==> src/rtl/sfce_pkg.sv <==
package sfce_pkg;

	// Command codes seen on the first byte of a transaction.
	localparam logic [7:0] CMD_READ   = 8'h03;
	localparam logic [7:0] CMD_WRDIS  = 8'h04;
	localparam logic [7:0] CMD_STATUS = 8'h05;
	localparam logic [7:0] CMD_WREN   = 8'h06;
	localparam logic [7:0] CMD_PAGEWR = 8'h0A;

	// Configuration register indexes.
	localparam int CFG_INDEX_W = 1;
	localparam logic [CFG_INDEX_W-1:0] CFG_SIZE_MASK  = 1'd0;
	localparam logic [CFG_INDEX_W-1:0] CFG_ADDR_ORDER = 1'd1;

	localparam logic [23:0] SIZE_MASK_RESET = 24'h03FFFF;
	localparam logic [1:0]  ADDR_LAST_POS   = 2'd2;
	localparam logic [1:0]  DATA_POS        = 2'd3;

	// Queue depths between the parts of the block.
	localparam int OPQ_DEPTH  = 4;
	localparam int OUTQ_DEPTH = 4;
	localparam int OUTQ_CNT_W = $clog2(OUTQ_DEPTH + 1);

	// Operations handed from the front part to the back part.
	typedef enum logic [1:0] {
		OP_NONE,
		OP_READ,
		OP_WRITE,
		OP_STATUS
	} op_kind_t;

	typedef struct packed {
		op_kind_t    kind;
		logic [23:0] addr;
		logic [7:0]  data;
	} op_t;

	typedef struct packed {
		logic [7:0] out_byte;
		logic       store_dirty;
	} result_t;

endpackage

==> src/rtl/sfce_front.sv <==
module sfce_front
	import sfce_pkg::*;
(
	input  logic                   clk,
	input  logic                   arst_n,
	input  logic                   take,
	input  logic [7:0]             spi_byte,
	input  logic                   next_select,
	input  logic                   cfg_write,
	input  logic [CFG_INDEX_W-1:0] cfg_index,
	input  logic [23:0]            cfg_data,
	output logic                   op_push,
	output op_t                    op
);

	logic        size_msb_q;
	logic [23:0] size_mask_q;
	logic        selected_q;
	logic [7:0]  command_q;
	logic [1:0]  pos_q;
	logic [23:0] addr_bytes_q;
	logic [23:0] cur_addr_q;
	logic        wr_en_q;

	logic [1:0]  pos_n;
	logic [7:0]  command_n;
	logic [23:0] addr_bytes_n;
	logic [23:0] cur_addr_n;
	logic        wr_en_n;
	logic [23:0] addr_asm;

	// Configuration registers.
	always_ff @(posedge clk or negedge arst_n) begin
		if (!arst_n) begin
			size_mask_q <= SIZE_MASK_RESET;
			size_msb_q  <= 1'b0;
		end else if (cfg_write) begin
			unique case (cfg_index)
				CFG_SIZE_MASK:  size_mask_q <= cfg_data;
				CFG_ADDR_ORDER: size_msb_q  <= cfg_data[0];
			endcase
		end
	end

	// Command decode and address tracking for one accepted byte.
	always_comb begin
		command_n    = command_q;
		pos_n        = pos_q;
		addr_bytes_n = addr_bytes_q;
		cur_addr_n   = cur_addr_q;
		wr_en_n      = wr_en_q;
		addr_asm     = '0;
		op.kind      = OP_NONE;
		op.addr      = cur_addr_q;
		op.data      = spi_byte;

		if (!selected_q) begin
			command_n = spi_byte;
			pos_n     = '0;
		end else begin
			unique case (command_q)
				CMD_READ, CMD_PAGEWR: begin
					if (pos_q != DATA_POS) begin
						// Collect one address byte.
						addr_bytes_n[{pos_q, 3'b000} +: 8] = spi_byte;
						pos_n = pos_q + 2'd1;
						addr_asm = size_msb_q ?
							{addr_bytes_n[7:0], addr_bytes_n[15:8], addr_bytes_n[23:16]} :
							addr_bytes_n;
						if (pos_q == ADDR_LAST_POS) begin
							cur_addr_n = addr_asm & size_mask_q;
						end
					end else if (command_q == CMD_READ) begin
						// Read wraps over the whole size.
						op.kind    = OP_READ;
						cur_addr_n = (cur_addr_q + 24'd1) & size_mask_q;
					end else begin
						// Page write wraps within its 256-byte page.
						op.kind    = OP_WRITE;
						cur_addr_n = {cur_addr_q[23:8], cur_addr_q[7:0] + 8'd1};
					end
				end
				CMD_WREN:  wr_en_n = 1'b1;
				CMD_WRDIS: wr_en_n = 1'b0;
				CMD_STATUS: begin
					op.kind = OP_STATUS;
					op.data = {6'b0, wr_en_q, 1'b0};
				end
				default: ;
			endcase
		end
	end

	// Every accepted byte yields exactly one operation.
	assign op_push = take;

	always_ff @(posedge clk or negedge arst_n) begin
		if (!arst_n) begin
			selected_q   <= 1'b0;
			command_q    <= '0;
			pos_q        <= '0;
			addr_bytes_q <= '0;
			cur_addr_q   <= '0;
			wr_en_q      <= 1'b0;
		end else if (take) begin
			selected_q   <= next_select;
			command_q    <= command_n;
			pos_q        <= pos_n;
			addr_bytes_q <= addr_bytes_n;
			cur_addr_q   <= cur_addr_n;
			wr_en_q      <= wr_en_n;
		end
	end

endmodule

==> config.mk <==
export PLATFORM = sky130hd
export DESIGN_NAME = sfce_front
export DESIGN_NICKNAME = d
export VERILOG_FILES = /design/src/rtl/sfce_pkg.sv /design/src/rtl/sfce_front.sv
export SDC_FILE = /design/constraint.sdc
export NUM_CORES = 1
export LEC_CHECK = 0
export BUFFER_PORTS_ARGS = -buffer_cell sky130_fd_sc_hd__buf_2
export CORE_MARGIN = 10
export CORE_UTILIZATION = 40
export DETAILED_ROUTE_END_ITERATION = 6
export PLACE_DENSITY = 0.56
export SETUP_SLACK_MARGIN = 0.2
export SYNTH_ARGS = -nofsm -noshare
export SYNTH_HDL_FRONTEND = slang
export SYNTH_SLANG_ARGS = --single-unit
export TNS_END_PERCENT = 10
==> constraint.sdc <==
create_clock -name clk -period 4 [get_ports clk]
set_input_delay 0.6 -clock clk [delete_from_list [all_inputs] [get_ports clk]]
set_output_delay 0.6 -clock clk [all_outputs]
set_load 0.05 [all_outputs]
==> impl_metrics.ini <==
[run_status]
outcome = finished, final reports clean

[power_and_ir_drop]
vdd_drop_max_mv = 0.2694
p_per_area_nw_per_um2 = 449.9
power_mw = 2.491
p_leak_nw = 2.406

[synth]
ys_warn_count = 0
ys_seq_area_share_pct = 45.37
ys_top_cells_by_count = dfrtp_1 (67), mux2_2 (37), nand2_1 (34), a21oi_1 (31), nor2_1 (27)
yosysMostFrequentCell = dfrtp_1
yosys.area.top_type_share_pct = 35.38
synth_top_cell_by_area = dfrtp_1
avgSynthCellArea_um2 = 10.10
synth-seq-cells = 85
synthFlopType = dfrtp_1
synth_edf_count = 0
netlist_area_um2 = 4738
ys_types = 66
synth_area_leaders = dfrtp_1 (35%), dfstp_2 (10%), mux2_2 (8.8%), a32o_1 (4.0%), a21oi_1 (3.3%)
synth_cells = 469
ys_async_sr_fraction_pct = 100.0
synth_fp_nets = 514

[setup_path]
crit_arrival_ns = 2.63
critical_path_class = register to output port
cp_max_fo = 9
crit_path_max_incr_delay_ns = 0.78
start_kind = register
cp-end-kind = output port
critPathSlowestCell = nor4_1
crit_chain = nor4_1 > nand4b_1 > nor3b_2 > buf_4 > a41o_1 > buf_2
worst-endpoint-required_ns = 3.40

[sta]
period_needed_ns = 3.228
maxSlewHeadroom_pct = 40.63
max_freq_mhz = 309.8
finalSetupViolations = 0
slew_viol_final = 0
setup_tns_ns = 0
fin_crit_sh_pct = 80.70
tightest_slew_ns = 0.8825
clock_skew_ns = 0.009571
hold_viol_final = 0
rsz0062_at_grt = no

[clock_tree]
cts_buffers = 9
cts_root_buf = clkbuf_16
hold_buffers = 0
cts.path.max_buffers = 2
path_clk_slew_ns = 0.06
cts_tree = yes
clock_sinks = 85
cts_max_level = 3
cts_resized = 0
cts_setup_buffers = 0
worstSkewPairLatency_ns = 0.35

[route]
vias_per_cell = 6.013
drc = 0
drt-initial-drc-count = 371
final_antenna_net_count = 0
vias = 4083
wl_mm = 14.30
first_pass_iters = 5
detail_route.wl_per_cell_um = 21.06

[worst_hold_path]
min_path_type = input pin to asynchronous set/reset pin

[floorplan]
core_um2 = 11520
start_util_pct = 41.15
io_pins = 73
chipHeight_um = 128.8
die_w_um = 128.8
die_area_um2 = 16600
rows = 39

[cells_and_area]
finalInstanceArea_um2 = 5538
drive_above_1_share_pct = 29.48
fill_cells = 1086
final_cell_count_no_fill = 679
final_util_pct = 48.09
syn_to_final_growth_pct = 16.87
final_net_count = 576
antennaDiodeCount = 0

[grt]
grt_pass1_vias = 3976
grt_usage_pct = 17.53
grt_pass1_wl_mm = 22.81
antenna_found_initial = 0
grt_max_degree = 69
grt-ovfl-total = 0

[placed_design]
placed_cells = 663
gp_congestion = 0.8947
hpwlAfterDp_mm = 10.24
portBuffers = 72
place_area_um2 = 5211

[flow_run]
cap_violations = 0
==> area by class of cell <==
| type | instances | area [um^2] | share of cell area (%) |
|---|---|---|---|
| Timing Repair Buffer | 80 | 435.4 | 7.863 |
| Clock buffer | 12 | 256.5 | 4.632 |
| Tap cell | 143 | 178.9 | 3.231 |
| Clock inverter | 4 | 70.07 | 1.265 |
| Sequential cell | 85 | 2150 | 38.82 |
| Inverter | 10 | 37.54 | 0.6778 |
| Multi-Input combinational cell | 345 | 2410 | 43.52 |
==> registers in the layout (all words and copies together), names as in the netlist <==
signal,cells
wr_en_q,1
pos_q,2
command_q,8
addr_bytes_q,24
size_msb_q,1
selected_q,1
size_mask_q,24
cur_addr_q,24
==> final timing paths <==
kind	from	end	slack [ns]	depth (start not counted)
worst max-delay path	command_q[7]	op[33]	0.77	6
worst min-delay path	arst_n	cur_addr_q[14]	0.38	1
worst max register to register	command_q[7]	addr_bytes_q[20]	1.32	6
worst min register to register	addr_bytes_q[8]	addr_bytes_q[8]	0.48	1
max in group asynchronous	arst_n	pos_q[1]	2.83	2
min in group clk	cfg_data[17]	size_mask_q[17]	0.45	3
==> cell usage in the layout, fill, tap and decap left out, types with 18 or more instances in the layout <==
cell     synthesis  routed
mux2_2          37      37
o21ai_0         24      24
dfstp_2         18      18
a21oi_1         31      31
dfrtp_1         67      67
nor2b_1         19      18
buf_2            7      71
a32o_1          19      19
nor2_1          27      27
nand2_1         34      34
==> worst max-delay path: cells and delay by family, from the launching register on <==
family                 cells  cell delay, ns
buffers and inverters      2            0.46
AND/OR/NAND/NOR            3            1.30
flip-flops                 1            0.39
AO/OA/AOI/OAI              1            0.13
==> layer usage <==
layer | vias to the layer above | global-route usage (%) | routed length (um)
met5 | - | 0 | 0
met4 | 0 | 4.548 | 146
met3 | 13 | 5.092 | 923
met2 | 130 | 26.94 | 6500
met1 | 2036 | 23.64 | 6727
li1 | 1904 | - | -
==> cells by family (layout without fill, tap and decap cells) <==
kind of cell | count (synthesis) | after routing | share of synthesized area [%]
multiplexers | 46 | 46 | 10.69
flip-flops | 85 | 85 | 45.37
buffers and inverters | 39 | 106 | 3.829
adder cells (fa/ha/maj) | 7 | 7 | 1.848
XOR/XNOR | 2 | 2 | 0.3698
AND/OR/NAND/NOR | 153 | 153 | 17.67
AO/OA/AOI/OAI | 137 | 137 | 20.23
==> per-stage QoR <==
stage | setup slack (ns) | hold WS, ns
2_1_floorplan | 1.365 | 0.3044
3_3_place_gp | 1.178 | 0.4673
3_5_place_dp | 1.116 | 0.4737
4_1_cts | 0.7421 | 0.4061
5_1_grt | 0.4906 | 0.4428
6_report | 0.7720 | 0.3807
==> power breakdown <==
group	leakage, nW	switching [mW]	internal, mW
sequential	1.08	0.0941	0.988
combinational	1.17	0.294	0.193
clock	0.163	0.343	0.579
total	2.41	0.731	1.76
(Power assumes the default switching activity.)
