[src/rtl/sfce_fifo.sv]
module sfce_fifo #(
	parameter int WIDTH = 8,
	parameter int DEPTH = 4
) (
	input  logic                       clk,
	input  logic                       arst_n,
	input  logic                       push,
	input  logic [WIDTH-1:0]           wdata,
	output logic                       full,
	input  logic                       pop,
	output logic [WIDTH-1:0]           rdata,
	output logic                       empty,
	output logic [$clog2(DEPTH+1)-1:0] count
);

	localparam int PW = $clog2(DEPTH);
	localparam int CW = $clog2(DEPTH + 1);

	logic [WIDTH-1:0] mem_q [DEPTH];
	logic [PW-1:0]    wr_ptr_q;
	logic [PW-1:0]    rd_ptr_q;
	logic [CW-1:0]    count_q;
	logic             do_push;
	logic             do_pop;

	assign full    = (count_q == CW'(DEPTH));
	assign empty   = (count_q == '0);
	assign count   = count_q;
	assign rdata   = mem_q[rd_ptr_q];
	assign do_push = push && !full;
	assign do_pop  = pop && !empty;

	// Storage; the depth is a power of two so the pointers wrap on their own.
	always_ff @(posedge clk) begin
		if (do_push) begin
			mem_q[wr_ptr_q] <= wdata;
		end
	end

	// Pointers and fill count.
	always_ff @(posedge clk or negedge arst_n) begin
		if (!arst_n) begin
			wr_ptr_q <= '0;
			rd_ptr_q <= '0;
			count_q  <= '0;
		end else begin
			if (do_push) begin
				wr_ptr_q <= wr_ptr_q + PW'(1);
			end
			if (do_pop) begin
				rd_ptr_q <= rd_ptr_q + PW'(1);
			end
			if (do_push && !do_pop) begin
				count_q <= count_q + CW'(1);
			end else if (do_pop && !do_push) begin
				count_q <= count_q - CW'(1);
			end
		end
	end

endmodule

[config.mk]
export PLATFORM = sky130hd
export DESIGN_NAME = sfce_fifo
export DESIGN_NICKNAME = d
export VERILOG_FILES = /design/src/rtl/sfce_fifo.sv
export SDC_FILE = /design/constraint.sdc
export NUM_CORES = 1
export LEC_CHECK = 0
export ABC_AREA = 1
export CAP_MARGIN = 20
export CORE_MARGIN = 3
export CORE_UTILIZATION = 50
export CTS_CLUSTER_DIAMETER = 30
export DETAILED_ROUTE_END_ITERATION = 12
export DONT_BUFFER_PORTS = 1
export GPL_TIMING_DRIVEN = 0
export HOLD_SLACK_MARGIN = 0.15
export SLEW_MARGIN = 20
export SYNTH_ARGS = -nofsm -noshare
export SYNTH_HDL_FRONTEND = slang
export SYNTH_SLANG_ARGS = --single-unit
[constraint.sdc]
create_clock -name clk -period 2.6 [get_ports clk]
set_input_delay 0 -clock clk [delete_from_list [all_inputs] [get_ports clk]]
set_output_delay 0 -clock clk [all_outputs]
set_load 0.005 [all_outputs]
==> impl_metrics.tcl, run 1 <==
set metrics [dict create \
    cts_num_sinks 39 \
    setup_viol 0 \
    peakVddDrop_mv 0.445 \
    path_cells "inv_1 > nand3_1 > nand2_1 > inv_1 > ha_1 > inv_1 > fa_1 > nand2_1 > nand3_1 > nand2_1 > nand2_1" \
    cp_common_cell "nand2_1" \
    gp_congestion 0.717 \
    timing.final.crit_share_pct 75.2 \
    synth_largest_area_cell "edfxtp_1" \
    port-buffer-count 0 \
    synth.avg_cell_area_um2 11.3 \
    syn_inst 154 \
    finClkSkew_ns 0.00626 \
    pin_count 25 \
    grt_overflow_total 0 \
    clk_pin_slew_ns 0.11 \
    clkLatencyLatePin_ns 0.34 \
    rr_worst_depth 11 \
    power.leakage_nw 0.860 \
    hp-class "in2reg" \
    postCtsSetupRepairBufs 0 \
    antenna_left 0 \
    synth-compound-area-share_pct 7.22 \
    setup_tns_ns 0 \
    die-area_um2 4210 \
    synth_xor_area_share_pct 0.505 \
    grt_pass1_vias 1080 \
    yosysUniqueCellTypes 16 \
    timing.fmax_mhz 512 \
    cts_buffer_depth 2 \
    layout_common_cells "nand2_1, inv_1, edfxtp_1" \
    muxShareOfSynthArea_pct 0 \
    period_minus_slack_ns 1.95 \
    drt-vias-per-instance 4.90 \
    start_util_pct 54.6 \
    dieHeight_um 64.9 \
    status "finished clean" \
    area_growth_pct 13.2 \
    dr.first_iter.drc_count 27 \
    cp_slowest_cell "dfrtp_1" \
    grt_max_degree 13 \
    syn-num-nets 172 \
    routed-via-count 1069 \
    cp-start-kind "flip-flop" \
    clock-root-buffer "clkbuf_4" \
    drt_drc_violations_left 0 \
    cts_max_level 2 \
    cp_slowest_stage_delay_ns 0.46 \
    rows 20 \
    path_max_fanout 7 \
    grt_util_all_layers_pct 17.0 \
    cts_tree "yes" \
    synth_seq_area_share_pct 65.5 \
    rsz0062_at_grt "no" \
    finalHoldViolCount 0 \
    synth_top_cell_area_share_pct 55.4 \
    synth_top_family_by_area "simple AND/OR/NAND/NOR gates" \
    antenna_found_initial 0 \
    powerDensity_nw_per_um2 1000 \
    drt_first_pass_iters 4 \
    netlist_area_um2 1730 \
    critical_path_required_ns 2.84 \
    drt-total-wl_um 3080 \
    die_w_um 64.9 \
    nets 191 \
    slew_viol_final 0 \
    r2r_setup_slack_ns 0.65 \
    synth_fa_ha_area_share_pct 4.76 \
    yosys-top-cells-area "edfxtp_1, dfrtp_1, nand2_1, inv_1, o211ai_1" \
    antennaDiodeCount 0 \
    dp_hpwl_um 2040 \
    synth-simple-area-share_pct 12.1 \
    worst_pin_slew_ns 0.889 \
    routedWlPerCell_um 14.1 \
    slew_headroom_pct 40.5 \
    layout_commonest_cell "nand2_1" \
    fillCellCount 273 \
    fin_total_pwr_w 0.00196 \
    cap_violations 0 \
    whs_path_depth 1 \
    core_area_um2 3180 \
    yosys_warnings 0 \
    crit_arrival_ns 2.19 \
    endpoint_kind "flip-flop" \
    cts_made_buffers 5 \
    yosys_register_bits 39 \
    layout-drive-gt1-share_pct 7.47 \
    critPathKind "reg2reg" \
    grt_pass1_wl_um 5150 \
]
## cell families (layout without fill, tap and decap cells)
| logic type | Yosys count | after routing |
|---|---|---|
| AO/OA/AOI/OAI | 17 | 17 |
| XOR/XNOR | 1 | 1 |
| adder cells (fa/ha/maj) | 6 | 6 |
| buffers and inverters | 38 | 58 |
| flip-flops | 39 | 39 |
| AND/OR/NAND/NOR | 53 | 53 |
## synth_stat cells (all sizes together)
master,n
dfrtp,7
o211ai,16
nand3,7
nor2,4
o21ai,1
ha,5
clkbuf,1
nand4,1
buf,3
xnor2,1
nand2,41
inv,34
fa,1
edfxtp,32
## cell type report
| class | count | area (um2) | share of cell area (%) |
|---|---|---|---|
| buffer | 4 | 43.8 | 2.23 |
| inverter | 34 | 128 | 6.50 |
| tap | 44 | 55.1 | 2.80 |
| clock inverter | 2 | 12.5 | 0.637 |
| multi-input combinational | 77 | 427 | 21.7 |
| timing repair buffer | 12 | 120 | 6.12 |
| sequential | 39 | 1140 | 57.9 |
| clock buffer | 6 | 41.3 | 2.10 |
## routing by layer
metal | vias up | wire length, um | track usage (%)
met5 | - | 0 | 0
met4 | 0 | 23 | 5.28
met2 | 24 | 1520 | 26.8
met1 | 499 | 1370 | 21.7
met3 | 4 | 170 | 6.41
li1 | 542 | - | -
## worst paths after layout
kind                                         startpoint                 endpoint
min in group asynchronous                        arst_n  rd_ptr_q[0]$_DFFE_PN0P_
worst min register to register  rd_ptr_q[0]$_DFFE_PN0P_  rd_ptr_q[0]$_DFFE_PN0P_
max in group asynchronous                        arst_n  wr_ptr_q[0]$_DFFE_PN0P_
worst max register to register     count[0]$_DFFE_PN0P_     count[2]$_DFFE_PN0P_
worst max-delay path               count[0]$_DFFE_PN0P_     count[2]$_DFFE_PN0P_
worst min-delay path                           wdata[3]    mem_q[2][3]$_DFFE_PP_
## registers in the layout (all words and copies together) (netlist names)
name	count
mem_q	32
count	3
rd_ptr_q	2
wr_ptr_q	2
## timing repair
item / in CTS / in global routing
hold buffers: 12 / 0
setup endpoints to repair: 0 / 0
gates resized for setup: 0 / 0
hold endpoints to repair: 46 / 0
## through the flow
| step | instance area (um2) | instances | util (%) | setup WS (ns) | hold WS [ns] |
|---|---|---|---|---|---|
| final | 1960 | 218 | 61.8 | 0.646 | 0.360 |
| after global routing | 1960 | 218 | 61.8 | 0.416 | 0.340 |
| after CTS | 1960 | 218 | 61.8 | 0.594 | 0.343 |
| after detailed placement | 1790 | 198 | 56.3 | 0.616 | -0.295 |
| after global placement | 1790 | 198 | 56.3 | 0.663 | -0.295 |
| after floorplan | 1730 | 154 | - | 0.843 | -0.296 |
## worst max-delay path: cells and delay by family (launching register included)
kind                     cells  cell delay, ns
AND/OR/NAND/NOR              6            0.61
adder cells (fa/ha/maj)      2            0.54
flip-flops                   1            0.46
buffers and inverters        3            0.24
## power by group
part | switching (W) | internal (W)
sequential | 0.0000783 | 0.000841
clock | 0.000187 | 0.000104
combinational | 0.000485 | 0.000266
total | 0.000751 | 0.00121
Note: power is estimated with default switching activity, not from simulation.
==> inputs of run 2 (changes only) <==
--- a/config.mk
+++ b/config.mk
@@ -14,6 +14,7 @@
 export DONT_BUFFER_PORTS = 1
 export GPL_TIMING_DRIVEN = 0
 export HOLD_SLACK_MARGIN = 0.15
+export PLACE_DENSITY = 0.68
 export SLEW_MARGIN = 20
 export SYNTH_ARGS = -nofsm -noshare
 export SYNTH_HDL_FRONTEND = slang
==> constraint.sdc (replaced) <==
create_clock -name clk -period 1.6 [get_ports clk]
set_input_delay 0 -clock clk [delete_from_list [all_inputs] [get_ports clk]]
set_output_delay 0 -clock clk [all_outputs]
set_load 0.005 [all_outputs]
==> run 2 against run 1 <==
Effect of this change:
- global-route usage is 1.0 points higher
- utilization is 5.9 points higher
- the run now ends with negative hold slack, negative setup slack left
- cell count is 3.2% higher
- wire length is 14% higher
- non-clock buffer count is 7 higher
- highest routed layer unchanged
- register-to-register slack worse by 0.76 ns
- first-iteration DRC count is 59% higher
- clock-buffer cell count is 1 lower
- worst hold slack worse by 0.57 ns
- sequential power is 66% higher
- critical path depth is 2 lower
==> impl_metrics.tcl, run 2 (synthesized netlist as in run 1, its figures left out) <==
set metrics [dict create \
    status "complete, but fails checks" \
    violations "negative hold slack, negative setup slack" \
    start_util_pct 54.6 \
    fin_cells 225 \
    r2r-start "count[0]$_DFFE_PN0P_" \
    rsz0062_at_grt "yes" \
    grt_overflow_total 0 \
    postLayoutCellArea_um2 2150 \
    cts_buffer_depth 2 \
    min_to "wr_ptr_q[0]$_DFFE_PN0P_" \
    finalHoldViolCount 3 \
    fin_total_pwr_w 0.00377 \
    grt_pass1_wl_um 5460 \
    hp-class "in2reg" \
    port-buffer-count 0 \
    slew_viol_final 0 \
    r2r_setup_slack_ns -0.11 \
    rr_endpoint "count[1]$_DFFE_PN0P_" \
    cp_common_cell "inv_4" \
    whs_path_depth 2 \
    power.leakage_nw 0.913 \
    timing.fmax_mhz 584 \
    layout-drive-gt1-share_pct 24.3 \
    dp.cells 198 \
    routed-via-count 1149 \
    cts_tree "yes" \
    clock-root-buffer "clkbuf_4" \
    rr_worst_depth 9 \
    worst_pin_slew_ns 0.358 \
    grt_util_all_layers_pct 18.0 \
    clkLatencyLatePin_ns 0.37 \
    cts_max_level 2 \
    layout_common_cells "nand2_1, edfxtp_1, inv_1" \
    cp_num_buf_inv 3 \
    pin_count 25 \
    grt_max_degree 14 \
    cap_violations 0 \
    path_delay_family "adder cells" \
    endpoint_kind "flip-flop" \
    antenna_found_initial 0 \
    area_growth_pct 24.0 \
    placed_area_um2 1850 \
    timing.final.crit_share_pct 107 \
    powerDensity_nw_per_um2 1760 \
    rows 20 \
    crit_arrival_ns 1.97 \
    peakVddDrop_mv 0.780 \
    hp-start "push" \
    routedWlPerCell_um 15.7 \
    gp_congestion 0.695 \
    drt-total-wl_um 3520 \
    dr.first_iter.drc_count 43 \
    dieHeight_um 64.9 \
    antennaDiodeCount 0 \
    die-area_um2 4210 \
    cts_hold_buf 11 \
    layout_commonest_cell "nand2_1" \
    critical_path_required_ns 1.85 \
    antenna_left 0 \
    setup_slack_ns -0.113 \
    cts_made_buffers 5 \
    drt_drc_violations_left 0 \
    drt_first_pass_iters 6 \
    largest_reg_flops 32 \
    core_area_um2 3180 \
    path_max_fanout 4 \
    die_w_um 64.9 \
    top_register "mem_q" \
    period_minus_slack_ns 1.71 \
    clk_pin_slew_ns 0.11 \
    grt_pass1_vias 1126 \
    cts_num_sinks 39 \
    setup_viol 2 \
    drt-vias-per-instance 5.11 \
    dp_hpwl_um 2230 \
    cp_slowest_cell "dfrtp_2" \
    cp-start-kind "flip-flop" \
    finClkSkew_ns 0.0230 \
    critPathKind "reg2reg" \
    nets 198 \
    slew_headroom_pct 76.1 \
    cp_slowest_stage_delay_ns 0.49 \
    path_cells "inv_4 > nand3_4 > nand2_4 > inv_4 > ha_4 > inv_4 > fa_2 > nand2_1 > o21ai_1" \
    holdWs_ns -0.213 \
]
-- run 2: report_power, final --
part	switching (W)	total [W]	internal [W]	leakage, nW
combinational	0.000980	0.00159	0.000606	0.493
clock	0.000328	0.000657	0.000329	0.0452
sequential	0.000159	0.00153	0.00137	0.374
-- run 2: per-stage QoR --
| stage | util [%] | hold WS (ns) | setup slack [ns] | setup TNS, ns |
|---|---|---|---|---|
| 6_report | 67.6 | -0.213 | -0.113 | -0.203 |
| 5_1_grt | 67.6 | -0.223 | -0.199 | -0.389 |
| 4_1_cts | 66.1 | -0.220 | -0.105 | -0.201 |
| 3_5_place_dp | 58.1 | -0.295 | -0.209 | -5.59 |
| 3_3_place_gp | 58.1 | -0.295 | -0.129 | -4.05 |
| 2_1_floorplan | - | -0.296 | -0.00107 | -0.00107 |
-- run 2: final cells by class --
class | count | area [um2]
tap | 44 | 55.1
clock buffer | 5 | 37.5
multi-input combinational | 77 | 522
timing repair buffer | 19 | 170
fill | 248 | 1030
clock inverter | 3 | 43.8
sequential | 39 | 1140
buffer | 4 | 43.8
inverter | 34 | 138
-- run 2: worst max path at each step --
stage | start | endpoint | slack [ns] | depth (start not counted)
after floorplan | count[0]$_DFFE_PN0P_ | count[1]$_DFFE_PN0P_ | -0.001 | 9
after global placement | wr_ptr_q[0]$_DFFE_PN0P_ | mem_q[2][7]$_DFFE_PP_ | -0.13 | 4
after detailed placement | wr_ptr_q[0]$_DFFE_PN0P_ | mem_q[0][7]$_DFFE_PP_ | -0.21 | 4
after CTS | count[1]$_DFFE_PN0P_ | count[2]$_DFFE_PN0P_ | -0.10 | 11
after global routing | count[0]$_DFFE_PN0P_ | count[1]$_DFFE_PN0P_ | -0.20 | 9
final | count[0]$_DFFE_PN0P_ | count[1]$_DFFE_PN0P_ | -0.11 | 9
-- run 2: routing by layer --
| layer | share of wire, % | vias up | GRT usage [%] |
|---|---|---|---|
| met5 | 0 | - | 0 |
| met4 | 2.2 | 0 | 7.12 |
| met3 | 4.5 | 9 | 6.07 |
| met2 | 53 | 25 | 30.3 |
| met1 | 41 | 555 | 21.2 |
| li1 | - | 560 | - |
-- run 2: worst reg2reg max path, stage by stage (launching register included) --
cell and delay (ns):
dfrtp_2 0.49, inv_4 0.11, nand3_4 0.09, nand2_4 0.10, inv_4 0.04, ha_4 0.16, inv_4 0.06, fa_2 0.43
nand2_1 0.08, o21ai_1 0.06
-- run 2: timing repair --
item	CTS	global route
endpoints found under the setup margin	34	2
hold endpoints to repair	78	37
pin swaps	4	5
resized for setup	8	10
setup buffers	5	3
